`src/hw/rtl/vn2c_pkg.sv`:
```
package vn2c_pkg;

	localparam int HW = 31;
	localparam int WW = 16;
	localparam int VW = 16;
	localparam int TAB_BITS = 8;
	localparam int TAB_SIZE = 256;
	localparam int TAB_HALF = TAB_SIZE / 2;

	localparam logic [HW-1:0] HASH_Y_MUL = 31'd57;
	localparam int HASH_SHIFT = 13;
	localparam logic [HW-1:0] HASH_C1 = 31'd60493;
	localparam logic [HW-1:0] HASH_C2 = 31'd19990303;
	localparam logic [HW-1:0] HASH_C3 = 31'd1376312589;
	localparam int HASH_LO = 16;

	localparam logic signed [VW-1:0] CORNER_ONE = 16'sd16384;
	localparam logic signed [33:0] BLEND_RND = 34'sd32768;

	localparam logic [63:0] PI_Q30 = 64'd3373259426;

	typedef logic [WW-1:0] weight_t;
	typedef logic signed [VW-1:0] value_t;
	typedef logic [TAB_SIZE-1:0][WW-1:0] wtab_t;

	// shift-subtract quotient, only used while building the table
	function automatic logic [63:0] udiv64(input logic [63:0] num, input logic [63:0] den);
		logic [63:0] quo;
		logic [64:0] rem;
		quo = 64'd0;
		rem = 65'd0;
		for (int j = 63; j >= 0; j--) begin
			rem = {rem[63:0], num[j]};
			if (rem >= {1'b0, den}) begin
				rem = rem - {1'b0, den};
				quo[j] = 1'b1;
			end
		end
		return quo;
	endfunction

	function automatic weight_t half_cos(input logic [8:0] i);
		logic [63:0] t;
		logic [63:0] t2;
		logic [63:0] term;
		logic [63:0] pos;
		logic [63:0] neg;
		logic [63:0] acc;
		logic [63:0] den;
		t = (PI_Q30 * 64'(i)) >> 8;
		t2 = (t * t) >> 30;
		term = t2 >> 1;
		pos = term;
		neg = 64'd0;
		for (int k = 2; k <= 10; k++) begin
			den = 64'((2 * k - 1) * (2 * k));
			term = udiv64((term * t2) >> 30, den);
			if ((k & 1) == 1) begin
				pos = pos + term;
			end else begin
				neg = neg + term;
			end
		end
		acc = (pos > neg) ? pos - neg : 64'd0;
		return WW'((acc + 64'd16384) >> 15);
	endfunction

	function automatic wtab_t build_wtab();
		wtab_t w;
		for (int i = 0; i < TAB_SIZE; i++) begin
			if (i <= TAB_HALF) begin
				w[i] = half_cos(9'(i));
			end else begin
				w[i] = WW'(17'd65536 - 17'(half_cos(9'(TAB_SIZE - i))));
			end
		end
		return w;
	endfunction

	localparam wtab_t WTAB = build_wtab();

endpackage

```
`src/hw/rtl/vn2c_lerp.sv`:
```
module vn2c_lerp (
	input  logic                  clk,
	input  vn2c_pkg::value_t      a,
	input  vn2c_pkg::value_t      b,
	input  vn2c_pkg::weight_t     w,
	output vn2c_pkg::value_t      r
);

	logic signed [16:0] diff;
	logic signed [33:0] prod;
	logic signed [33:0] pr_s1;
	vn2c_pkg::value_t a_s1;
	logic signed [17:0] q;
	vn2c_pkg::value_t r_s2;

	assign diff = 17'(b) - 17'(a);
	assign prod = 34'(diff) * 34'($signed({1'b0, w})) + vn2c_pkg::BLEND_RND;
	assign q = $signed(pr_s1[33:16]);

	always_ff @(posedge clk) begin
		pr_s1 <= prod;
		a_s1 <= a;
		r_s2 <= 16'(18'(a_s1) + q);
	end

	assign r = r_s2;

endmodule

```
`config.mk`:
```
export PLATFORM = sky130hd
export DESIGN_NAME = vn2c_lerp
export DESIGN_NICKNAME = d
export VERILOG_FILES = /design/src/hw/rtl/vn2c_pkg.sv /design/src/hw/rtl/vn2c_lerp.sv
export SDC_FILE = /design/constraint.sdc
export NUM_CORES = 1
export LEC_CHECK = 0
export ABC_AREA = 1
export BUFFER_PORTS_ARGS = -buffer_cell sky130_fd_sc_hd__buf_2
export CAP_MARGIN = 20
export CELL_PAD_IN_SITES_DETAIL_PLACEMENT = 0
export CELL_PAD_IN_SITES_GLOBAL_PLACEMENT = 1
export CORE_MARGIN = 1
export CORE_UTILIZATION = 49
export DETAILED_ROUTE_END_ITERATION = 8
export GPL_ROUTABILITY_DRIVEN = 0
export PLACE_DENSITY_LB_ADDON = 0.1
export SETUP_SLACK_MARGIN = 0.2
export SLEW_MARGIN = 0
export SYNTH_ARGS = -nofsm -noshare
export SYNTH_HDL_FRONTEND = slang
export SYNTH_SLANG_ARGS = --single-unit
```
`constraint.sdc`:
```
create_clock -name clk -period 10 [get_ports clk]
set_clock_uncertainty 0.2 [all_clocks]
set_input_delay 1 -clock clk [delete_from_list [all_inputs] [get_ports clk]]
set_output_delay 1 -clock clk [all_outputs]
set_load 0.005 [all_outputs]
```
==> results.cfg <==
[detailed_routing]
dr_wl_met3_um = 1990
drtIter0Drc = 599
drc = 0
wl_per_cell_um = 17.1
wl_met1_um = 15700
drt-pass1-iter-count = 6
drt_wl_total_um = 34500
viasPerCell = 5.13
detail-route-antenna-nets = 0
route.met2.wl_um = 15900
top_layer = met4
vias = 10370

[clocking]
htree_levels = 2
cts_tree = done
holdBufCountCts = 0
clock_latency_ns = 0.29
clk_pin_slew_worst_paths_ns = 0.06
clk_path_buf_depth = 2
cts_root_buf = clkbuf_16
ctsResizeCount = 0
cts.sinks = 48
cts_buffers = 5
cts_setup_buffers = 0

[setup_path]
crit_path_start_kind = input pin
crit_type = in2reg
slowest_stage = fa_1
worst_path_largest_cell_delay_ns = 0.73
r2r_cells = 9
worst-endpoint-required_ns = 9.98
critPathArrivalTime_ns = 8.35
rr_startpoint = pr_s1[16]
rr_endpoint = r[10]
crit_top_cell = inv_1
worstSetupEndpointType = flop
critPathMaxFanout = 10
rrSetupSlack_ns = 7.32

[layout]
seq_area_um2 = 961
nets = 2123
drive_above_1_share_pct = 5.63
n_antenna_cell = 0
fillers = 2600
multi_input_area_um2 = 10200
areaGrowthSynthToFinish_pct = 6.42

[synth]
avgSynthCellArea_um2 = 7.91
synth_flop_cell = dfxtp_1
synth_edf_count = 0
synth.most_common_cell = inv_1
synthesis.nets = 2077
synth_area_leader_cell = fa_1
synthArstFlopShare_pct = 0
synth_seq_cells = 48
ys_seq_area_share_pct = 7.41
synth_cells = 1639
netlist_top_cells_area = fa_1 40%, inv_1 13%, ha_1 12%
ys_warn_count = 0
syn_area_um2 = 13000
synthTopCellsByCount = 442 x inv_1, 260 x fa_1, 253 x nand2_1
synth_cell_types = 41
synth_top_area_share_pct = 40.2

[placement]
port-buffer-count = 64
dpl.hpwl_um = 29900

[floorplan]
die-area_um2 = 27100
core_um2 = 26000
dieHeight_um = 165
pin_count = 65
start_util_pct = 49.9
fp.dieW_um = 165
std_cell_rows = 59

[timing]
setup_tns_ns = 0
tightestPinTransition_ns = 1.10
fin_crit_ns = 8.37
relSlewSlack_pct = 26.8
slew_viol_final = 0
rsz0062_at_grt = false
hold_viol_final = 0
setup_viol = 0
timing.fmax_ghz = 0.120
period_share_pct = 83.7

[global_routing]
grt_pass1_vias = 10835
antenna_found_initial = 0
grt_pass1_wl_um = 55500
track_usage_pct = 26.9
gr-total-overflow = 0
grt_max_degree = 18

[run_status]
status = complete, no violations

[run]
cap_violations = 0

[hold_path]
holdPathEnd = r[0]
hold_path_depth = 1
min_from = a_s1[0]
hp-class = reg2reg
layer usage:
| layer | up-vias | GRT usage, % |
|---|---|---|
| met2 | 313 | 44.6 |
| met3 | 45 | 3.54 |
| met1 | 5090 | 37.2 |
| met4 | 0 | 6.59 |
| met5 | - | 0 |
| li1 | 4922 | - |
per-stage QoR:
step           util (%)  instance area, um2  std cells  worst slack (ns)  hold WS (ns)
4_1_cts            53.1               13800       2021              1.70         0.271
6_report           53.1               13800       2021              1.63         0.265
5_1_grt            53.1               13800       2021              1.23         0.285
3_3_place_gp       52.4               13600       2013              1.45         0.243
2_1_floorplan         -               13000       1639              2.62         0.220
3_5_place_dp       52.4               13600       2013              1.41         0.237
cell families (layout without fill, tap and decap cells):
logic type	count (synthesis)	count (layout)	share of synthesized area [%]
xor gates and xnor gates	45	45	3.10
and+or+nand+nor	552	552	17.1
AOI/OAI and AO/OA	131	131	5.99
adders and majority gates	389	389	52.6
buffers and inverters	474	521	13.8
DFF	48	48	7.41
placed cells by master, fill, tap and decap left out, types with 2 or more instances in the layout:
cell	instances
ha_1	129
xor2_1	31
o21bai_1	5
clkinv_1	3
a31oi_1	3
buf_4	3
nor3_1	8
nand3_1	51
xnor2_1	12
o21ai_0	32
inv_1	442
a21o_1	11
clkbuf_16	5
or2_2	7
nor2_1	214
o211ai_1	3
nand4_1	5
nor4_1	6
dfxtp_1	48
fa_1	260
nand2_1	253
nand2_2	5
buf_2	64
o2111ai_1	3
xor2_2	2
nand3b_1	2
a31o_2	2
o31ai_1	2
o22ai_1	2
a21oi_1	57
a21boi_0	4
area by class of cell:
type / count / area share, %
multi-input combinational: 1117 / 74.1
inverter: 446 / 12.1
sequential: 48 / 6.97
tap: 335 / 3.04
timing repair buffer: 67 / 2.49
clock buffer: 6 / 1.01
clock inverter: 2 / 0.281
worst max-delay path, delay by kind of cell:
| family | cells | cell delay [ns] |
|---|---|---|
| simple gates | 11 | 1.32 |
| compound gates | 5 | 1.14 |
| buf+inv | 13 | 1.36 |
| fa+ha+maj | 7 | 3.49 |
state kept, by name, indices dropped and copies added, names as in the netlist:
signal / flops
a_s1: 16
pr_s1: 16
r: 16
worst max path at each step:
| stage | from | endpoint | cells past startpoint |
|---|---|---|---|
| 2_1_floorplan | a[3] | pr_s1[27] | 31 |
| 3_3_place_gp | a[3] | pr_s1[31] | 34 |
| 3_5_place_dp | a[6] | pr_s1[31] | 36 |
| 4_1_cts | a[3] | pr_s1[31] | 34 |
| 5_1_grt | a[11] | pr_s1[30] | 31 |
| 6_report | a[6] | pr_s1[31] | 36 |
Power is left out: the tool's default activity adds up to more than one toggle a clock period on the data nets, which glitch-free logic cannot reach.
