## config.mk

```make
export PLATFORM = sky130hd
export DESIGN_NAME = vn2c_hash
export DESIGN_NICKNAME = d
export VERILOG_FILES = /design/src/hw/rtl/vn2c_pkg.sv /design/src/hw/rtl/vn2c_hash.sv
export SDC_FILE = /design/constraint.sdc
export NUM_CORES = 2
export LEC_CHECK = 0
export BUFFER_PORTS_ARGS = -buffer_cell sky130_fd_sc_hd__clkbuf_2
export CELL_PAD_IN_SITES_DETAIL_PLACEMENT = 1
export CELL_PAD_IN_SITES_GLOBAL_PLACEMENT = 1
export CORE_AREA = 5 5 296 298
export DETAILED_ROUTE_END_ITERATION = 12
export DIE_AREA = 0 0 301 303
export PLACE_DENSITY_LB_ADDON = 0.1
export SKIP_LAST_GASP = 1
export SYNTH_ARGS = -nofsm -noshare
export SYNTH_HDL_FRONTEND = slang
export SYNTH_SLANG_ARGS = --single-unit
```

## constraint.sdc

```tcl
create_clock -name clk -period 16.6 [get_ports clk]
set_clock_uncertainty 0.05 [all_clocks]
set_input_delay 1.66 -clock clk [delete_from_list [all_inputs] [get_ports clk]]
set_output_delay 1.66 -clock clk [all_outputs]
set_load 0.05 [all_outputs]
```

## src/hw/rtl/vn2c_pkg.sv

```systemverilog
package vn2c_pkg;

	localparam int HW = 31;
	localparam int WW = 16;
	localparam int VW = 16;
	localparam int TAB_BITS = 8;
	localparam int TAB_SIZE = 256;
	localparam int TAB_HALF = TAB_SIZE / 2;

	localparam logic [HW-1:0] HASH_Y_MUL = 31'd57;
	localparam int HASH_SHIFT = 13;
	localparam logic [HW-1:0] HASH_C1 = 31'd60493;
	localparam logic [HW-1:0] HASH_C2 = 31'd19990303;
	localparam logic [HW-1:0] HASH_C3 = 31'd1376312589;
	localparam int HASH_LO = 16;

	localparam logic signed [VW-1:0] CORNER_ONE = 16'sd16384;
	localparam logic signed [33:0] BLEND_RND = 34'sd32768;

	localparam logic [63:0] PI_Q30 = 64'd3373259426;

	typedef logic [WW-1:0] weight_t;
	typedef logic signed [VW-1:0] value_t;
	typedef logic [TAB_SIZE-1:0][WW-1:0] wtab_t;

	// shift-subtract quotient, only used while building the table
	function automatic logic [63:0] udiv64(input logic [63:0] num, input logic [63:0] den);
		logic [63:0] quo;
		logic [64:0] rem;
		quo = 64'd0;
		rem = 65'd0;
		for (int j = 63; j >= 0; j--) begin
			rem = {rem[63:0], num[j]};
			if (rem >= {1'b0, den}) begin
				rem = rem - {1'b0, den};
				quo[j] = 1'b1;
			end
		end
		return quo;
	endfunction

	function automatic weight_t half_cos(input logic [8:0] i);
		logic [63:0] t;
		logic [63:0] t2;
		logic [63:0] term;
		logic [63:0] pos;
		logic [63:0] neg;
		logic [63:0] acc;
		logic [63:0] den;
		t = (PI_Q30 * 64'(i)) >> 8;
		t2 = (t * t) >> 30;
		term = t2 >> 1;
		pos = term;
		neg = 64'd0;
		for (int k = 2; k <= 10; k++) begin
			den = 64'((2 * k - 1) * (2 * k));
			term = udiv64((term * t2) >> 30, den);
			if ((k & 1) == 1) begin
				pos = pos + term;
			end else begin
				neg = neg + term;
			end
		end
		acc = (pos > neg) ? pos - neg : 64'd0;
		return WW'((acc + 64'd16384) >> 15);
	endfunction

	function automatic wtab_t build_wtab();
		wtab_t w;
		for (int i = 0; i < TAB_SIZE; i++) begin
			if (i <= TAB_HALF) begin
				w[i] = half_cos(9'(i));
			end else begin
				w[i] = WW'(17'd65536 - 17'(half_cos(9'(TAB_SIZE - i))));
			end
		end
		return w;
	endfunction

	localparam wtab_t WTAB = build_wtab();

endpackage

```

## src/hw/rtl/vn2c_hash.sv

```systemverilog
module vn2c_hash (
	input  logic                           clk,
	input  logic [vn2c_pkg::HW-1:0]        n,
	output vn2c_pkg::value_t               corner
);

	logic [vn2c_pkg::HW-1:0] m_s1, m_s2, m_s3;
	logic [vn2c_pkg::HW-1:0] sq_s2;
	logic [vn2c_pkg::HW-1:0] p_s3;
	logic [vn2c_pkg::HW-1:0] h;
	logic [vn2c_pkg::HW-vn2c_pkg::HASH_LO-1:0] hi_s4;
	vn2c_pkg::value_t corner_s5;

	assign h = m_s3 * p_s3 + vn2c_pkg::HASH_C3;

	always_ff @(posedge clk) begin
		m_s1 <= n ^ (n << vn2c_pkg::HASH_SHIFT);
		sq_s2 <= m_s1 * m_s1;
		m_s2 <= m_s1;
		p_s3 <= sq_s2 * vn2c_pkg::HASH_C1 + vn2c_pkg::HASH_C2;
		m_s3 <= m_s2;
		hi_s4 <= h[vn2c_pkg::HW-1:vn2c_pkg::HASH_LO];
		corner_s5 <= vn2c_pkg::CORNER_ONE - $signed({1'b0, hi_s4});
	end

	assign corner = corner_s5;

endmodule

```

==> results.sh <==
export IMPL_r2r_end="sq_s2[30]"
export IMPL_ff2ff_path_depth=24
export IMPL_yosysMostFrequentCell="inv_1"
export IMPL_num_rows=107
export IMPL_hpwlAfterDp_mm=80.45
export IMPL_holdBufCountCts=0
export IMPL_n_antenna_cell=0
export IMPL_cts_buffers=17
export IMPL_critPathMaxFanout=21
export IMPL_clock_latency_ns=0.50
export IMPL_die_w_um=301
export IMPL_min_period_over_period_pct=47.35
export IMPL_clk_path_buf_depth=2
export IMPL_syn_mean_instance_area_um2=9.619
export IMPL_setup_viol=0
export IMPL_crit_type="reg2reg"
export IMPL_syn_inst=3923
export IMPL_cts_resized=0
export IMPL_synthArstFlopShare_pct=0
export IMPL_path_clk_slew_ns=0.08
export IMPL_drt_iter0_drc=768
export IMPL_status="finished clean"
export IMPL_ys_seq_area_share_pct=9.708
export IMPL_min_period_ns=7.860
export IMPL_reg2reg_slack_ns=8.74
export IMPL_cts_root_buf="clkbuf_16"
export IMPL_area_growth_pct=5.487
export IMPL_synthDistinctLibCells=57
export IMPL_grt_pass1_vias=28610
export IMPL_crit_start="m_s1[6]"
export IMPL_maxCapViolCount=0
export IMPL_ios=48
export IMPL_ant_nets=0
export IMPL_cts_sinks=183
export IMPL_wirelength_mm=95.42
export IMPL_yosys_area_top_type="fa_1"
export IMPL_routedWlPerCell_um=18.82
export IMPL_cp_end_kind="flop"
export IMPL_ys_warn_count=0
export IMPL_cp_common_cell="fa_1"
export IMPL_dieArea_um2=91200
export IMPL_cts_tree="built"
export IMPL_synthTopCellsByArea="fa_1 (46%), ha_1 (13%), inv_1 (12%)"
export IMPL_reg2reg_from="m_s1[6]"
export IMPL_worstHoldStart="m_s2[25]"
export IMPL_grt_overflow_total=0
export IMPL_grt_first_pass_wirelength_mm=156.7
export IMPL_drive_gt1_share_pct=3.082
export IMPL_firstDrtPassIters=5
export IMPL_whs_endpoint="m_s3[25]"
export IMPL_core_area_um2=84610
export IMPL_rsz0062_at_grt="no"
export IMPL_critPathTopFamily="adder cells"
export IMPL_slowest_delay_ns=1.01
export IMPL_hold_class="reg2reg"
export IMPL_synth_top_area_share_pct=45.68
export IMPL_cp_slowest_cell="dfxtp_1"
export IMPL_start_util_pct=44.60
export IMPL_slew_headroom_pct=30.43
export IMPL_htree_levels=4
export IMPL_grt_max_degree=33
export IMPL_cts_setup_buffers=0
export IMPL_start_kind="flop"
export IMPL_die_h_um=303
export IMPL_path_cells="inv_1, nor2_1, fa_1, fa_1, fa_1, inv_1, fa_1, inv_1, fa_1, fa_1, fa_1, inv_1, fa_1, inv_1, ha_1, a21o_1, a21o_1, a21oi_1, nand3b_1, o21ai_1, o211a_1, o21bai_1, a21oi_1, xnor2_1"
export IMPL_tightest_slew_ns=1.042
export IMPL_final_net_count=5205
export IMPL_holdPathStages=0
export IMPL_required_ns=16.92
export IMPL_grt_usage_pct=22.35
export IMPL_crit_arrival_ns=8.18
export IMPL_synth_ff_type="dfxtp_1"
export IMPL_synth_common_cells="inv_1 (1160), fa_1 (861), ha_1 (398)"
export IMPL_place_congestion=0.8296
export IMPL_finalHoldViolations=0
export IMPL_synth_edff_count=0
export IMPL_tns_ns=0
export IMPL_drc=0
export IMPL_critPathBufInv=5
export IMPL_maxSlewViolCount=0
export IMPL_vias_per_cell=4.785
export IMPL_netlist_area_um2=37740
export IMPL_fillers=9717
export IMPL_antenna_found_initial=4
export IMPL_vias=24260
export IMPL_portBuffers=47
export IMPL_yosys_register_bits=183
export IMPL_timing_fmax_mhz=127.2
==> sequential cells by signal (all words and copies together), names as in the netlist <==
name    flops
m_s1       31
m_s3       31
m_s2       30
p_s3       30
sq_s2      30
corner     16
hi_s4      15
==> per-stage QoR <==
| stage | hold slack, ns | worst slack [ns] | util, % | instances | cell area, um^2 |
|---|---|---|---|---|---|
| after floorplan | 0.2596 | 9.779 | - | 3928 | 37760 |
| after global placement | 0.2603 | 8.854 | 46.38 | 5039 | 39240 |
| after detailed placement | 0.2632 | 8.665 | 46.38 | 5039 | 39240 |
| after CTS | 0.2746 | 8.668 | 47.05 | 5070 | 39810 |
| after global routing | 0.2786 | 8.305 | 47.05 | 5070 | 39810 |
| final | 0.2702 | 8.740 | 47.05 | 5070 | 39810 |
==> worst register-to-register path, stage by stage (launching register included) <==
cell	delay, ns
dfxtp_1	1.01
inv_1	0.37
nor2_1	0.32
fa_1	0.48
fa_1	0.44
fa_1	0.54
inv_1	0.05
fa_1	0.47
inv_1	0.05
fa_1	0.48
fa_1	0.50
fa_1	0.50
inv_1	0.05
fa_1	0.48
inv_1	0.04
ha_1	0.37
a21o_1	0.22
a21o_1	0.17
a21oi_1	0.16
nand3b_1	0.10
o21ai_1	0.31
o211a_1	0.23
o21bai_1	0.08
a21oi_1	0.18
xnor2_1	0.08
==> metal layers <==
layer  vias up  GRT usage (%)  share of wire, %
li1      11230              -                 -
met1     12740          28.45                43
met2       225          41.58                53
met3        70          2.154               2.0
met4         0          4.701               1.9
met5         -              0                 0
==> layout make-up <==
cell class | instances | area [um^2] | share of cell area (%)
multi-input combinational | 2473 | 29320 | 73.65
inverter | 1160 | 4354 | 10.94
sequential | 183 | 3666 | 9.210
tap | 1144 | 1431 | 3.596
timing repair buffer | 79 | 475.5 | 1.194
clock buffer | 18 | 429.2 | 1.078
clock inverter | 13 | 133.9 | 0.3363
==> worst max path at each step <==
| stage | endpoint | slack [ns] | depth (start not counted) |
|---|---|---|---|
| 2_1_floorplan | sq_s2[30] | 9.78 | 27 |
| 4_1_cts | sq_s2[30] | 8.67 | 24 |
| 3_3_place_gp | sq_s2[30] | 8.85 | 24 |
| 6_report | sq_s2[30] | 8.74 | 24 |
| 5_1_grt | sq_s2[30] | 8.30 | 24 |
| 3_5_place_dp | sq_s2[30] | 8.67 | 24 |
==> logic make-up (layout without fill, tap and decap cells) <==
family / count (synthesis) / count (layout) / share of synthesized area (%)
XOR/XNOR: 201 / 201 / 4.665
multiplexers: 2 / 2 / 0.05636
AO/OA/AOI/OAI: 176 / 176 / 3.044
AND/OR/NAND/NOR: 828 / 828 / 10.98
buffers and inverters: 1272 / 1270 / 12.65
other: 2 / 7 / 0.01990
flip-flops: 183 / 183 / 9.708
adder cells (fa/ha/maj): 1259 / 1259 / 58.87
==> placed cells by master (no fill, tap or decap), types with 17 or more instances in the layout <==
cell type,count
inv_1,1160
fa_1,861
ha_1,398
nand2_1,369
and2_1,340
dfxtp_1,181
xnor2_1,143
xor2_1,58
a21oi_1,55
clkbuf_2,47
nor2_1,45
buf_4,32
a21o_1,24
clkbuf_16,17
Power is left out: the tool's default activity adds up to more than one toggle a clock period on the data nets, which glitch-free logic cannot reach.
